$ cat src/hdl/ids_pkg.sv
// ----------------------------------------------------------------------------
// ids_pkg
// Shared types and constants for the identity digest accumulator.
// ----------------------------------------------------------------------------
package ids_pkg;

  // Step counter width: the control program holds 35 words.
  localparam int unsigned PcW = 6;

  // Mixer constants
  localparam logic [63:0] MixBias     = 64'hD1B54A32D192ED03;
  localparam logic [63:0] MixMul      = 64'h9FB21C651E98DF25;
  localparam logic [63:0] SaltFeed    = 64'hC3A5C85C97CB3127;
  localparam logic [63:0] SaltMissing = 64'hDB4F0B9175AE2165;
  localparam logic [63:0] SaltScrub   = 64'hA0761D6478BD642F;

  // Working register operation
  typedef enum logic [2:0] {
    X_HOLD,   // keep
    X_LOAD,   // load operand picked by ld
    X_PRE,    // xor salt, rotl 19, add bias, xorshift 37
    X_ROT,    // product ^ rotl(product, 23)
    X_SH,     // product ^ (product >> 29)
    X_OR1     // force bit 0
  } xop_e;

  // Load operand
  typedef enum logic [1:0] {
    LD_FEED,  // (acc + domain) ^ rotl(index, 7) ^ byte
    LD_MISS,  // acc ^ domain ^ mask
    LD_HIT    // acc ^ expected digest
  } ld_e;

  // Partial product step
  typedef enum logic [1:0] {
    P_HOLD,
    P_LL,     // p  = a_lo * b_lo
    P_HL,     // p += (a_hi * b_lo) << 32
    P_LH      // p += (a_lo * b_hi) << 32
  } pop_e;

  // Multiplier constant
  typedef enum logic {
    B_MIX,
    B_SALT
  } bsel_e;

  typedef enum logic [1:0] {
    S_FEED,
    S_MISS,
    S_SCRUB
  } salt_e;

  typedef enum logic [2:0] {
    J_NONE,
    J_ALWAYS,
    J_KIND,
    J_SKIP,
    J_DONE,
    J_ENOUGH
  } jmp_e;

  // Side effects on block state
  typedef enum logic [2:0] {
    A_NONE,
    A_CAPTURE,   // latch finish word from the working register
    A_FEED_END,  // commit feed, emit result
    A_FIN_END,   // commit finish, emit result
    A_REPEAT     // emit result of a repeated finish
  } act_e;

  typedef struct packed {
    xop_e             xop;
    ld_e              ld;
    pop_e             pop;
    bsel_e            bsel;
    salt_e            salt;
    jmp_e             jmp;
    logic [PcW-1:0]   target;
    act_e             act;
    logic             last;
  } ctrl_t;

  // Branch conditions and hold request into the sequencer
  typedef struct packed {
    logic kind;
    logic skip;
    logic done;
    logic enough;
    logic stall;
  } flags_t;

endpackage

$ cat src/hdl/identity_digest_accumulator.sv
// ----------------------------------------------------------------------------
// identity_digest_accumulator
// Folds domain-tagged identity bytes into a 64-bit digest and checks it.
// ----------------------------------------------------------------------------
// Each request on the input stream is either a feed (tuser = 0) carrying one
// identity byte and a 64-bit domain, or a finish (tuser = 1). tlast on a feed
// closes one factor's run: it sets mask bit domain[5:0] and clears the byte
// index. Every request gives exactly one result request on the output
// stream. Items are processed one at a time by a small microcoded sequencer
// driving a single shared 32x32 multiplier; each 64-bit constant multiply is
// three partial-product steps, and the mixer needs two of them. Skipped
// (whitespace/NUL) feeds, finishes with enough factors seen and repeated
// finishes take shorter paths through the control program. The input is
// ready again from the edge that loads the result into the output
// register, so a new request is taken only after the previous one has
// reached the output register. The output register lets the next item
// start while a result waits; the sequencer only holds on its final step
// if the previous result is still pending. Configuration writes go
// through cfg_we_i/cfg_idx_i/cfg_data_i and must only be issued while
// the block is idle; writing the seed register reloads the accumulator
// and leaves mask, index and the finished flag untouched.
// ----------------------------------------------------------------------------
module identity_digest_accumulator (
  input  logic         clk_i,
  input  logic         rst_ni,

  // config write port
  input  logic         cfg_we_i,
  input  logic [1:0]   cfg_idx_i,
  input  logic [63:0]  cfg_data_i,

  // input stream
  input  logic         s_axis_tvalid,
  output logic         s_axis_tready,
  input  logic [71:0]  s_axis_tdata,   // domain[63:0], data_byte[71:64]
  input  logic         s_axis_tuser,   // kind
  input  logic         s_axis_tlast,   // last_byte

  // result stream
  output logic         m_axis_tvalid,
  input  logic         m_axis_tready,
  output logic [199:0] m_axis_tdata    // accumulator_out[63:0],
                                       // factor_mask_out[127:64],
                                       // contribution[191:128],
                                       // quorum_met[192], finished[193],
                                       // zero fill [199:194]
);

  // register indexes
  localparam logic [1:0] RegExpected = 2'd0;
  localparam logic [1:0] RegMinFact  = 2'd1;
  localparam logic [1:0] RegCanon    = 2'd2;
  localparam logic [1:0] RegSeed     = 2'd3;

  // config registers
  logic [63:0] expected_q;
  logic [3:0]  minf_q;
  logic        canon_q;

  // block state; cnt_q tracks popcount of mask_q
  logic [63:0] acc_q, acc_d;
  logic [63:0] mask_q, mask_d;
  logic [63:0] idx_q, idx_d;
  logic [6:0]  cnt_q, cnt_d;
  logic        done_q, done_d;

  // latched request
  logic [63:0] dom_q;
  logic [7:0]  byte_q;
  logic        kind_q;
  logic        last_q;

  // captured finish word
  logic [63:0] c_q;

  // result register
  logic         ovalid_q;
  logic [199:0] odata_q;

  ids_pkg::ctrl_t  ctrl;
  ids_pkg::flags_t flags;
  logic            busy;
  logic            start;
  logic            fire;
  logic            stall;
  logic [63:0]     x;
  logic [63:0]     ld;

  logic        ws, upper, use_byte;
  logic [7:0]  byte_c;
  logic [3:0]  need;
  logic        enough_c;
  logic [5:0]  bitpos;
  logic        newbit;
  logic [63:0] fin_contrib;
  logic        fin_enough;

  assign s_axis_tready = !busy;
  assign start         = s_axis_tvalid && s_axis_tready;

  // hold the final step while the previous result is still pending
  assign stall = ctrl.last && ovalid_q && !m_axis_tready;
  assign fire  = busy && ctrl.last && !stall;

  // byte canonicalization
  assign ws = (byte_q == 8'h20) || (byte_q == 8'h0A) || (byte_q == 8'h0D) ||
              (byte_q == 8'h09) || (byte_q == 8'h00);
  assign upper    = (byte_q >= 8'h41) && (byte_q <= 8'h5A);
  assign use_byte = !(canon_q && ws);
  assign byte_c   = (canon_q && upper) ? (byte_q + 8'd32) : byte_q;

  // minimum factor count, clamped to 1..8
  always_comb begin
    if (minf_q == 4'd0) begin
      need = 4'd1;
    end else if (minf_q > 4'd8) begin
      need = 4'd8;
    end else begin
      need = minf_q;
    end
  end
  assign enough_c = cnt_q >= {3'b000, need};

  assign bitpos = dom_q[5:0];
  assign newbit = !mask_q[bitpos];

  // operand for the working register load
  always_comb begin
    unique case (ctrl.ld)
      ids_pkg::LD_FEED: ld = (acc_q + dom_q) ^ {idx_q[56:0], idx_q[63:57]} ^
                             {56'h0, byte_c};
      ids_pkg::LD_MISS: ld = acc_q ^ dom_q ^ mask_q;
      ids_pkg::LD_HIT:  ld = acc_q ^ expected_q;
      default:          ld = acc_q;
    endcase
  end

  assign flags.kind   = kind_q;
  assign flags.skip   = !use_byte;
  assign flags.done   = done_q;
  assign flags.enough = enough_c;
  assign flags.stall  = stall;

  ids_useq u_useq (
    .clk_i   (clk_i),
    .rst_ni  (rst_ni),
    .start_i (start),
    .flags_i (flags),
    .ctrl_o  (ctrl),
    .busy_o  (busy)
  );

  ids_mix u_mix (
    .clk_i  (clk_i),
    .en_i   (busy),
    .ctrl_i (ctrl),
    .ld_i   (ld),
    .x_o    (x)
  );

  // state commit on the final step of each program
  always_comb begin
    acc_d       = acc_q;
    mask_d      = mask_q;
    idx_d       = idx_q;
    cnt_d       = cnt_q;
    done_d      = done_q;
    fin_contrib = 64'h0;
    fin_enough  = 1'b0;
    unique case (ctrl.act)
      ids_pkg::A_FEED_END: begin
        if (use_byte) begin
          acc_d = x;
        end
        if (last_q) begin
          mask_d = mask_q | (64'd1 << bitpos);
          cnt_d  = cnt_q + {6'd0, newbit};
          idx_d  = 64'h0;
        end else begin
          idx_d = idx_q + 64'd1;
        end
      end
      ids_pkg::A_FIN_END: begin
        acc_d       = x;
        mask_d      = 64'h0;
        cnt_d       = 7'd0;
        done_d      = 1'b1;
        fin_contrib = c_q;
        fin_enough  = enough_c;
      end
      default: begin
        // no commit; repeated finish reports state unchanged
      end
    endcase
  end

  always_ff @(posedge clk_i or negedge rst_ni) begin
    if (!rst_ni) begin
      expected_q <= 64'h0;
      minf_q     <= 4'd1;
      canon_q    <= 1'b1;
      acc_q      <= 64'h0;
      mask_q     <= 64'h0;
      idx_q      <= 64'h0;
      cnt_q      <= 7'd0;
      done_q     <= 1'b0;
      ovalid_q   <= 1'b0;
    end else begin
      if (cfg_we_i) begin
        unique case (cfg_idx_i)
          RegExpected: expected_q <= cfg_data_i;
          RegMinFact:  minf_q     <= cfg_data_i[3:0];
          RegCanon:    canon_q    <= cfg_data_i[0];
          RegSeed:     acc_q      <= cfg_data_i;
        endcase
      end else if (fire) begin
        acc_q  <= acc_d;
        mask_q <= mask_d;
        idx_q  <= idx_d;
        cnt_q  <= cnt_d;
        done_q <= done_d;
      end
      if (fire) begin
        ovalid_q <= 1'b1;
      end else if (m_axis_tready) begin
        ovalid_q <= 1'b0;
      end
    end
  end

  // payload registers
  always_ff @(posedge clk_i) begin
    if (start) begin
      dom_q  <= s_axis_tdata[63:0];
      byte_q <= s_axis_tdata[71:64];
      kind_q <= s_axis_tuser;
      last_q <= s_axis_tlast;
    end
    if (busy && (ctrl.act == ids_pkg::A_CAPTURE)) begin
      c_q <= x;
    end
    if (fire) begin
      odata_q <= {6'b000000, done_d, fin_enough, fin_contrib, mask_d, acc_d};
    end
  end

  assign m_axis_tvalid = ovalid_q;
  assign m_axis_tdata  = odata_q;

`ifndef SYNTHESIS
  // mask popcount shadow stays exact
  a_cnt_matches: assert property (@(posedge clk_i) disable iff (!rst_ni)
    {25'd0, cnt_q} == 32'($countones(mask_q)))
    else $error("factor count out of step with mask");

  // finished flag is sticky
  a_done_sticky: assert property (@(posedge clk_i) disable iff (!rst_ni)
    !$fell(done_q))
    else $error("finished flag dropped");

  // missing-factor finish word is odd
  a_miss_odd: assert property (@(posedge clk_i) disable iff (!rst_ni)
    (fire && (ctrl.act == ids_pkg::A_FIN_END) && !enough_c) |-> c_q[0])
    else $error("missing-factor word has bit 0 clear");

  // an accepted request starts the sequencer
  a_start_busy: assert property (@(posedge clk_i) disable iff (!rst_ni)
    start |=> busy)
    else $error("sequencer not busy after request");
`endif

endmodule

$ cat src/hdl/ids_useq.sv
// ----------------------------------------------------------------------------
// ids_useq
// Microcode sequencer: control store, step counter and conditional jumps.
// ----------------------------------------------------------------------------
module ids_useq (
  input  logic            clk_i,
  input  logic            rst_ni,
  input  logic            start_i,
  input  ids_pkg::flags_t flags_i,
  output ids_pkg::ctrl_t  ctrl_o,
  output logic            busy_o
);

  localparam logic [ids_pkg::PcW-1:0] StFeedEnd = ids_pkg::PcW'(10);
  localparam logic [ids_pkg::PcW-1:0] StFin     = ids_pkg::PcW'(11);
  localparam logic [ids_pkg::PcW-1:0] StHit     = ids_pkg::PcW'(23);
  localparam logic [ids_pkg::PcW-1:0] StScrub   = ids_pkg::PcW'(24);
  localparam logic [ids_pkg::PcW-1:0] StRepeat  = ids_pkg::PcW'(34);

  function automatic ids_pkg::ctrl_t cw(
    ids_pkg::xop_e             xop,
    ids_pkg::ld_e              ld,
    ids_pkg::pop_e             pop,
    ids_pkg::bsel_e            bsel,
    ids_pkg::salt_e            salt,
    ids_pkg::jmp_e             jmp,
    logic [ids_pkg::PcW-1:0]   tgt,
    ids_pkg::act_e             act,
    logic                      last
  );
    ids_pkg::ctrl_t w;
    w.xop    = xop;
    w.ld     = ld;
    w.pop    = pop;
    w.bsel   = bsel;
    w.salt   = salt;
    w.jmp    = jmp;
    w.target = tgt;
    w.act    = act;
    w.last   = last;
    return w;
  endfunction

  // Plain multiply step
  function automatic ids_pkg::ctrl_t mw(ids_pkg::pop_e pop, ids_pkg::bsel_e bsel,
                                        ids_pkg::salt_e salt);
    return cw(ids_pkg::X_HOLD, ids_pkg::LD_FEED, pop, bsel, salt, ids_pkg::J_NONE,
              '0, ids_pkg::A_NONE, 1'b0);
  endfunction

  // Plain working-register step
  function automatic ids_pkg::ctrl_t xw(ids_pkg::xop_e xop, ids_pkg::salt_e salt);
    return cw(xop, ids_pkg::LD_FEED, ids_pkg::P_HOLD, ids_pkg::B_MIX, salt,
              ids_pkg::J_NONE, '0, ids_pkg::A_NONE, 1'b0);
  endfunction

  function automatic ids_pkg::ctrl_t rom(logic [ids_pkg::PcW-1:0] a);
    ids_pkg::ctrl_t w;
    unique case (a)
      // feed: load, pre-mix (or skip), two 64-bit products, commit
      0:  w = cw(ids_pkg::X_LOAD, ids_pkg::LD_FEED, ids_pkg::P_HOLD, ids_pkg::B_MIX,
                 ids_pkg::S_FEED, ids_pkg::J_KIND, StFin, ids_pkg::A_NONE, 1'b0);
      1:  w = cw(ids_pkg::X_PRE, ids_pkg::LD_FEED, ids_pkg::P_HOLD, ids_pkg::B_MIX,
                 ids_pkg::S_FEED, ids_pkg::J_SKIP, StFeedEnd, ids_pkg::A_NONE, 1'b0);
      2:  w = mw(ids_pkg::P_LL, ids_pkg::B_MIX, ids_pkg::S_FEED);
      3:  w = mw(ids_pkg::P_HL, ids_pkg::B_MIX, ids_pkg::S_FEED);
      4:  w = mw(ids_pkg::P_LH, ids_pkg::B_MIX, ids_pkg::S_FEED);
      5:  w = xw(ids_pkg::X_ROT, ids_pkg::S_FEED);
      6:  w = mw(ids_pkg::P_LL, ids_pkg::B_SALT, ids_pkg::S_FEED);
      7:  w = mw(ids_pkg::P_HL, ids_pkg::B_SALT, ids_pkg::S_FEED);
      8:  w = mw(ids_pkg::P_LH, ids_pkg::B_SALT, ids_pkg::S_FEED);
      9:  w = xw(ids_pkg::X_SH, ids_pkg::S_FEED);
      10: w = cw(ids_pkg::X_HOLD, ids_pkg::LD_FEED, ids_pkg::P_HOLD, ids_pkg::B_MIX,
                 ids_pkg::S_FEED, ids_pkg::J_NONE, '0, ids_pkg::A_FEED_END, 1'b1);
      // finish: repeated check, then hit or missing-factor word
      11: w = cw(ids_pkg::X_HOLD, ids_pkg::LD_FEED, ids_pkg::P_HOLD, ids_pkg::B_MIX,
                 ids_pkg::S_MISS, ids_pkg::J_DONE, StRepeat, ids_pkg::A_NONE, 1'b0);
      12: w = cw(ids_pkg::X_LOAD, ids_pkg::LD_MISS, ids_pkg::P_HOLD, ids_pkg::B_MIX,
                 ids_pkg::S_MISS, ids_pkg::J_ENOUGH, StHit, ids_pkg::A_NONE, 1'b0);
      13: w = xw(ids_pkg::X_PRE, ids_pkg::S_MISS);
      14: w = mw(ids_pkg::P_LL, ids_pkg::B_MIX, ids_pkg::S_MISS);
      15: w = mw(ids_pkg::P_HL, ids_pkg::B_MIX, ids_pkg::S_MISS);
      16: w = mw(ids_pkg::P_LH, ids_pkg::B_MIX, ids_pkg::S_MISS);
      17: w = xw(ids_pkg::X_ROT, ids_pkg::S_MISS);
      18: w = mw(ids_pkg::P_LL, ids_pkg::B_SALT, ids_pkg::S_MISS);
      19: w = mw(ids_pkg::P_HL, ids_pkg::B_SALT, ids_pkg::S_MISS);
      20: w = mw(ids_pkg::P_LH, ids_pkg::B_SALT, ids_pkg::S_MISS);
      21: w = xw(ids_pkg::X_SH, ids_pkg::S_MISS);
      22: w = cw(ids_pkg::X_OR1, ids_pkg::LD_FEED, ids_pkg::P_HOLD, ids_pkg::B_MIX,
                 ids_pkg::S_MISS, ids_pkg::J_ALWAYS, StScrub, ids_pkg::A_NONE, 1'b0);
      23: w = cw(ids_pkg::X_LOAD, ids_pkg::LD_HIT, ids_pkg::P_HOLD, ids_pkg::B_MIX,
                 ids_pkg::S_SCRUB, ids_pkg::J_NONE, '0, ids_pkg::A_NONE, 1'b0);
      // scrub: finish word is in the working register on entry
      24: w = cw(ids_pkg::X_PRE, ids_pkg::LD_FEED, ids_pkg::P_HOLD, ids_pkg::B_MIX,
                 ids_pkg::S_SCRUB, ids_pkg::J_NONE, '0, ids_pkg::A_CAPTURE, 1'b0);
      25: w = mw(ids_pkg::P_LL, ids_pkg::B_MIX, ids_pkg::S_SCRUB);
      26: w = mw(ids_pkg::P_HL, ids_pkg::B_MIX, ids_pkg::S_SCRUB);
      27: w = mw(ids_pkg::P_LH, ids_pkg::B_MIX, ids_pkg::S_SCRUB);
      28: w = xw(ids_pkg::X_ROT, ids_pkg::S_SCRUB);
      29: w = mw(ids_pkg::P_LL, ids_pkg::B_SALT, ids_pkg::S_SCRUB);
      30: w = mw(ids_pkg::P_HL, ids_pkg::B_SALT, ids_pkg::S_SCRUB);
      31: w = mw(ids_pkg::P_LH, ids_pkg::B_SALT, ids_pkg::S_SCRUB);
      32: w = xw(ids_pkg::X_SH, ids_pkg::S_SCRUB);
      33: w = cw(ids_pkg::X_HOLD, ids_pkg::LD_FEED, ids_pkg::P_HOLD, ids_pkg::B_MIX,
                 ids_pkg::S_SCRUB, ids_pkg::J_NONE, '0, ids_pkg::A_FIN_END, 1'b1);
      34: w = cw(ids_pkg::X_HOLD, ids_pkg::LD_FEED, ids_pkg::P_HOLD, ids_pkg::B_MIX,
                 ids_pkg::S_SCRUB, ids_pkg::J_NONE, '0, ids_pkg::A_REPEAT, 1'b1);
      // unused words drop back to idle
      default: w = cw(ids_pkg::X_HOLD, ids_pkg::LD_FEED, ids_pkg::P_HOLD, ids_pkg::B_MIX,
                      ids_pkg::S_FEED, ids_pkg::J_NONE, '0, ids_pkg::A_NONE, 1'b1);
    endcase
    return w;
  endfunction

  logic [ids_pkg::PcW-1:0] pc_q;
  logic                    busy_q;
  ids_pkg::ctrl_t          ctrl;
  logic                    take;

  assign ctrl   = rom(pc_q);
  assign ctrl_o = ctrl;
  assign busy_o = busy_q;

  always_comb begin
    unique case (ctrl.jmp)
      ids_pkg::J_NONE:   take = 1'b0;
      ids_pkg::J_ALWAYS: take = 1'b1;
      ids_pkg::J_KIND:   take = flags_i.kind;
      ids_pkg::J_SKIP:   take = flags_i.skip;
      ids_pkg::J_DONE:   take = flags_i.done;
      ids_pkg::J_ENOUGH: take = flags_i.enough;
      default:           take = 1'b0;
    endcase
  end

  always_ff @(posedge clk_i or negedge rst_ni) begin
    if (!rst_ni) begin
      busy_q <= 1'b0;
      pc_q   <= '0;
    end else if (start_i) begin
      busy_q <= 1'b1;
      pc_q   <= '0;
    end else if (busy_q && !flags_i.stall) begin
      if (ctrl.last) begin
        busy_q <= 1'b0;
        pc_q   <= '0;
      end else if (take) begin
        pc_q <= ctrl.target;
      end else begin
        pc_q <= pc_q + ids_pkg::PcW'(1);
      end
    end
  end

endmodule

$ cat src/hdl/ids_mix.sv
// ----------------------------------------------------------------------------
// ids_mix
// Mixer datapath: working register, product register, one 32x32 multiplier.
// ----------------------------------------------------------------------------
module ids_mix (
  input  logic           clk_i,
  input  logic           en_i,
  input  ids_pkg::ctrl_t ctrl_i,
  input  logic [63:0]    ld_i,
  output logic [63:0]    x_o
);

  logic [63:0] x_q, x_d;
  logic [63:0] p_q, p_d;
  logic [63:0] salt, bmul;
  logic [63:0] t, r;
  logic [31:0] ma, mb;
  logic [63:0] prod;

  always_comb begin
    unique case (ctrl_i.salt)
      ids_pkg::S_FEED:  salt = ids_pkg::SaltFeed;
      ids_pkg::S_MISS:  salt = ids_pkg::SaltMissing;
      ids_pkg::S_SCRUB: salt = ids_pkg::SaltScrub;
      default:          salt = ids_pkg::SaltFeed;
    endcase
  end

  assign bmul = (ctrl_i.bsel == ids_pkg::B_MIX) ? ids_pkg::MixMul : (salt | 64'd1);

  // pre-mix: rotl 19 then bias add
  assign t = x_q ^ salt;
  assign r = {t[44:0], t[63:45]} + ids_pkg::MixBias;

  always_comb begin
    unique case (ctrl_i.pop)
      ids_pkg::P_HL: begin
        ma = x_q[63:32];
        mb = bmul[31:0];
      end
      ids_pkg::P_LH: begin
        ma = x_q[31:0];
        mb = bmul[63:32];
      end
      default: begin
        ma = x_q[31:0];
        mb = bmul[31:0];
      end
    endcase
  end

  assign prod = ma * mb;

  always_comb begin
    x_d = x_q;
    p_d = p_q;
    if (en_i) begin
      unique case (ctrl_i.xop)
        ids_pkg::X_HOLD: x_d = x_q;
        ids_pkg::X_LOAD: x_d = ld_i;
        ids_pkg::X_PRE:  x_d = r ^ (r >> 37);
        ids_pkg::X_ROT:  x_d = p_q ^ {p_q[40:0], p_q[63:41]};
        ids_pkg::X_SH:   x_d = p_q ^ (p_q >> 29);
        ids_pkg::X_OR1:  x_d = x_q | 64'd1;
        default:         x_d = x_q;
      endcase
      unique case (ctrl_i.pop)
        ids_pkg::P_HOLD: p_d = p_q;
        ids_pkg::P_LL:   p_d = prod;
        ids_pkg::P_HL,
        ids_pkg::P_LH:   p_d = p_q + {prod[31:0], 32'h0};
        default:         p_d = p_q;
      endcase
    end
  end

  always_ff @(posedge clk_i) begin
    x_q <= x_d;
    p_q <= p_d;
  end

  assign x_o = x_q;

endmodule
$ cat config.mk
export PLATFORM = sky130hd
export DESIGN_NAME = identity_digest_accumulator
export DESIGN_NICKNAME = d
export VERILOG_FILES = /design/src/hdl/ids_pkg.sv /design/src/hdl/identity_digest_accumulator.sv /design/src/hdl/ids_useq.sv /design/src/hdl/ids_mix.sv
export SDC_FILE = /design/constraint.sdc
export NUM_CORES = 2
export LEC_CHECK = 0
export BUFFER_PORTS_ARGS = -buffer_cell sky130_fd_sc_hd__buf_2
export CORE_MARGIN = 4
export CORE_UTILIZATION = 45
export DETAILED_ROUTE_END_ITERATION = 10
export GPL_ROUTABILITY_DRIVEN = 0
export PLACE_DENSITY_LB_ADDON = 0.2
export SKIP_CTS_REPAIR_TIMING = 1
export SYNTH_ARGS = -nofsm -noshare
export SYNTH_HDL_FRONTEND = slang
export SYNTH_SLANG_ARGS = --single-unit
$ cat constraint.sdc
create_clock -name clk_i -period 25.8 [get_ports clk_i]
set_input_delay 5.16 -clock clk_i [delete_from_list [all_inputs] [get_ports clk_i]]
set_output_delay 5.16 -clock clk_i [all_outputs]
set_load 0.01 [all_outputs]
==> metrics.md <==
| Metric | Value |
|---|---|
| Deepest clock path buffer count | 3 |
| Vias in the first global route | 62200 |
| Root Driver | clkbuf_16 |
| Hold Crit Endpoint | m_axis_tdata[164] |
| Min-delay src | c_q[36] |
| TritonCTS Buffers | 76 |
| Worst Tran Pin Value | 1.50 ns |
| Nets | 9354 |
| GRT Util Overall | 0.330 |
| Clock-pin slew on the worst setup and hold paths | 0.06 ns |
| Peak fanout along the critical path | 41 |
| CP required | 26.20 ns |
| Share of the clock period used by the worst path | 0.527 |
| Post-synth top area share | 0.239 |
| Synth cell types | 106 |
| Die span in y | 417 um |
| Endpoints failing setup | 0 |
| R2r worst-path depth | 37 |
| Core area | 0.166 mm2 |
| I/O pin cnt | 347 |
| Hold Slack | 0.513 ns |
| WP data arrival | 14.00 ns |
| Chip Width | 417 um |
| Maximum clock rate | 73.6 MHz |
| First-pass DRT Iterations | 9 |
| Max-Cap Viols | 1 |
| Vias per cell | 6.08 |
| Hold Vio Cnt, Final | 0 |
| Top_reg_cell synth | edfxtp_1 |
| Worst reg2reg endpoint | u_mix.p_q[63] |
| Worst stage delay on the critical path | 0.97 ns |
| H-tree depth | 3 |
| Top-count cell post-synth | inv_1 |
| Final WL | 291000 um |
| Remaining global-route overflow | 0 |
| R2r startpoint | u_useq.pc_q[2] |
| First-pass GRT wire length | 424000 um |
| Worst-Skew Late Latency | 0.69 ns |
| Initial drt markers | 8219 |
| ANT nets after route | 0 |
| Kind of critical path | flip-flop to flip-flop |
| CP max-delay cell | dfrtp_1 |
| CTS tree | yes |
| Ys async rst share | 0.376 |
| Status | finished, violations left |
| Setup Skew | 0.0321 ns |
| Setup crit end kind | flip-flop |
| Initial antenna violation count | 11 |
| Violated checks | capacitance limit, slew limit |
| PnR worst setup slack | 12.21 ns |
| Dpl hpwl | 226000 um |
| R2R setup slack | 12.21 ns |
| Hold WC Path Type | flip-flop to flip-flop |
| Routed len/inst | 28.6 um |
| DRC | 0 |
| RSZ-0062 raised after global routing | false |
| Post-route setup TNS | 0 ns |
| Max-slew violation count | 1 |
| Starting Density | 0.455 |
| # rows | 149 |
| Post-synth EDFFs | 460 |
| Period minus WS final | 13.59 ns |
| Ys Warns | 0 |
| # clock sinks | 737 |
| Hold Crit Depth | 1 |
| Synthesized area | 0.0753 mm2 |
| Port buffer count | 340 |
| Syn avg cell area | 9.63 um2 |
| DR vias | 62000 |
| Slew Limit Headroom | -0.0276 |
| Largest net degree at the start of global routing | 135 |
| Commonest cells in the netlist | inv_1 (908), fa_1 (898), nor2_1 (826) |
| Mapped Cells | 7814 |
| Post-Place Worst Slack | 12.50 ns |
| Share of layout cells above drive strength 1 | 0.115 |
| Sequential area share after synthesis | 0.276 |
| Crit path top cell by count | fa_1 |
| DIE AREA | 0.174 mm2 |
| Area growth from synthesis to layout | 8.94% |
| Synth area leaders | fa_1 (24%), edfxtp_1 (18%), dfrtp_1 (9.1%), ha_1 (6.3%), inv_1 (4.5%) |
| Fin util | 0.495 |
| Synth area leader | fa_1 |
| Yosys reg bits | 737 |
| CP Launch Type | flip-flop |
[metrics by stage]
| stage | std cells | instance area [um2] |
|---|---|---|
| floorplan | 7819 | 75300 |
| global placement | 10000 | 79400 |
| detailed placement | 10000 | 79400 |
| CTS | 10200 | 82000 |
| global route | 10200 | 82000 |
| finish | 10200 | 82000 |
[kinds of logic after synthesis]
| logic type | after synthesis | synth area share |
|---|---|---|
| AO/OA/AOI/OAI | 1379 | 0.115 |
| XOR/XNOR | 518 | 0.0608 |
| adder cells (fa/ha/maj) | 1277 | 0.302 |
| buffers and inverters | 1370 | 0.0697 |
| flip-flops | 737 | 0.276 |
| multiplexers | 292 | 0.0451 |
| other | 1 | 0.0000498 |
| AND/OR/NAND/NOR | 2240 | 0.132 |
[layout by cell type (no fill, tap or decap), drive strengths merged, types with 59 or more instances in the layout]
cell type,netlist,routed
a21o,101,101
a21oi,537,537
and2,86,86
and3,59,59
buf,84,495
clkbuf,376,101
dfrtp,275,275
edfxtp,460,460
fa,898,898
ha,379,379
inv,910,913
mux2,164,164
mux2i,107,107
nand2,776,776
nand2b,61,61
nand3,129,129
nor2,829,829
nor2b,60,60
nor3,83,83
o21ai,289,289
o221ai,70,70
xnor2,380,380
xor2,135,135
[how the worst max path moves through the flow]
stage,from,endpoint,slack (ns),cells after the start
floorplan,m_axis_tready,idx_q[58],13.50,11
global placement,u_useq.pc_q[2],u_mix.p_q[63],12.54,36
detailed placement,u_useq.pc_q[2],u_mix.p_q[63],12.50,37
CTS,u_useq.pc_q[2],u_mix.p_q[63],12.38,37
global route,u_useq.pc_q[2],u_mix.p_q[63],11.53,40
finish,u_useq.pc_q[2],u_mix.p_q[63],12.21,37
[critical path, delay by kind of cell (launching register included)]
kind                     cells  cell delay (ns)
adder cells (fa/ha/maj)     10             4.42
buffers and inverters        6             1.36
AND/OR/NAND/NOR              8             2.67
flip-flops                   1             0.97
XOR/XNOR                     2             0.45
AO/OA/AOI/OAI               10             3.23
multiplexers                 1             0.09
[registers in the layout, summed over array words and instances (netlist names)]
signal and count:
expected_q 64, c_q 64, u_mix.p_q 64, dom_q 64, cnt_q 7, m_axis_tdata 194, mask_q 64, u_useq.busy_o 1
u_mix.x_o 64, kind_q 1, m_axis_tvalid 1, idx_q 64, byte_q 8, canon_q 1, u_useq.pc_q 6, last_q 1
acc_q 64, done_q 1, minf_q 4
[layer usage]
layer | track usage | vias up | share of wire
met5 | 0 | - | 0.00056
met4 | 0.196 | 10 | 0.076
met3 | 0.0769 | 1021 | 0.11
met2 | 0.516 | 3924 | 0.44
met1 | 0.420 | 30800 | 0.37
li1 | - | 26200 | -
[final cells by class]
type,count,area [um2]
fillers,15400,83500
multi-input cells,5712,49600
flip-flops and latches,737,20700
inverters,910,3420
repair buffers,495,2900
well taps,2189,2740
clock buffers,101,2120
clock inverters,40,449
diodes,8,20.0
Power is left out: the tool's default activity adds up to more than one toggle a clock period on the data nets, which glitch-free logic cannot reach.
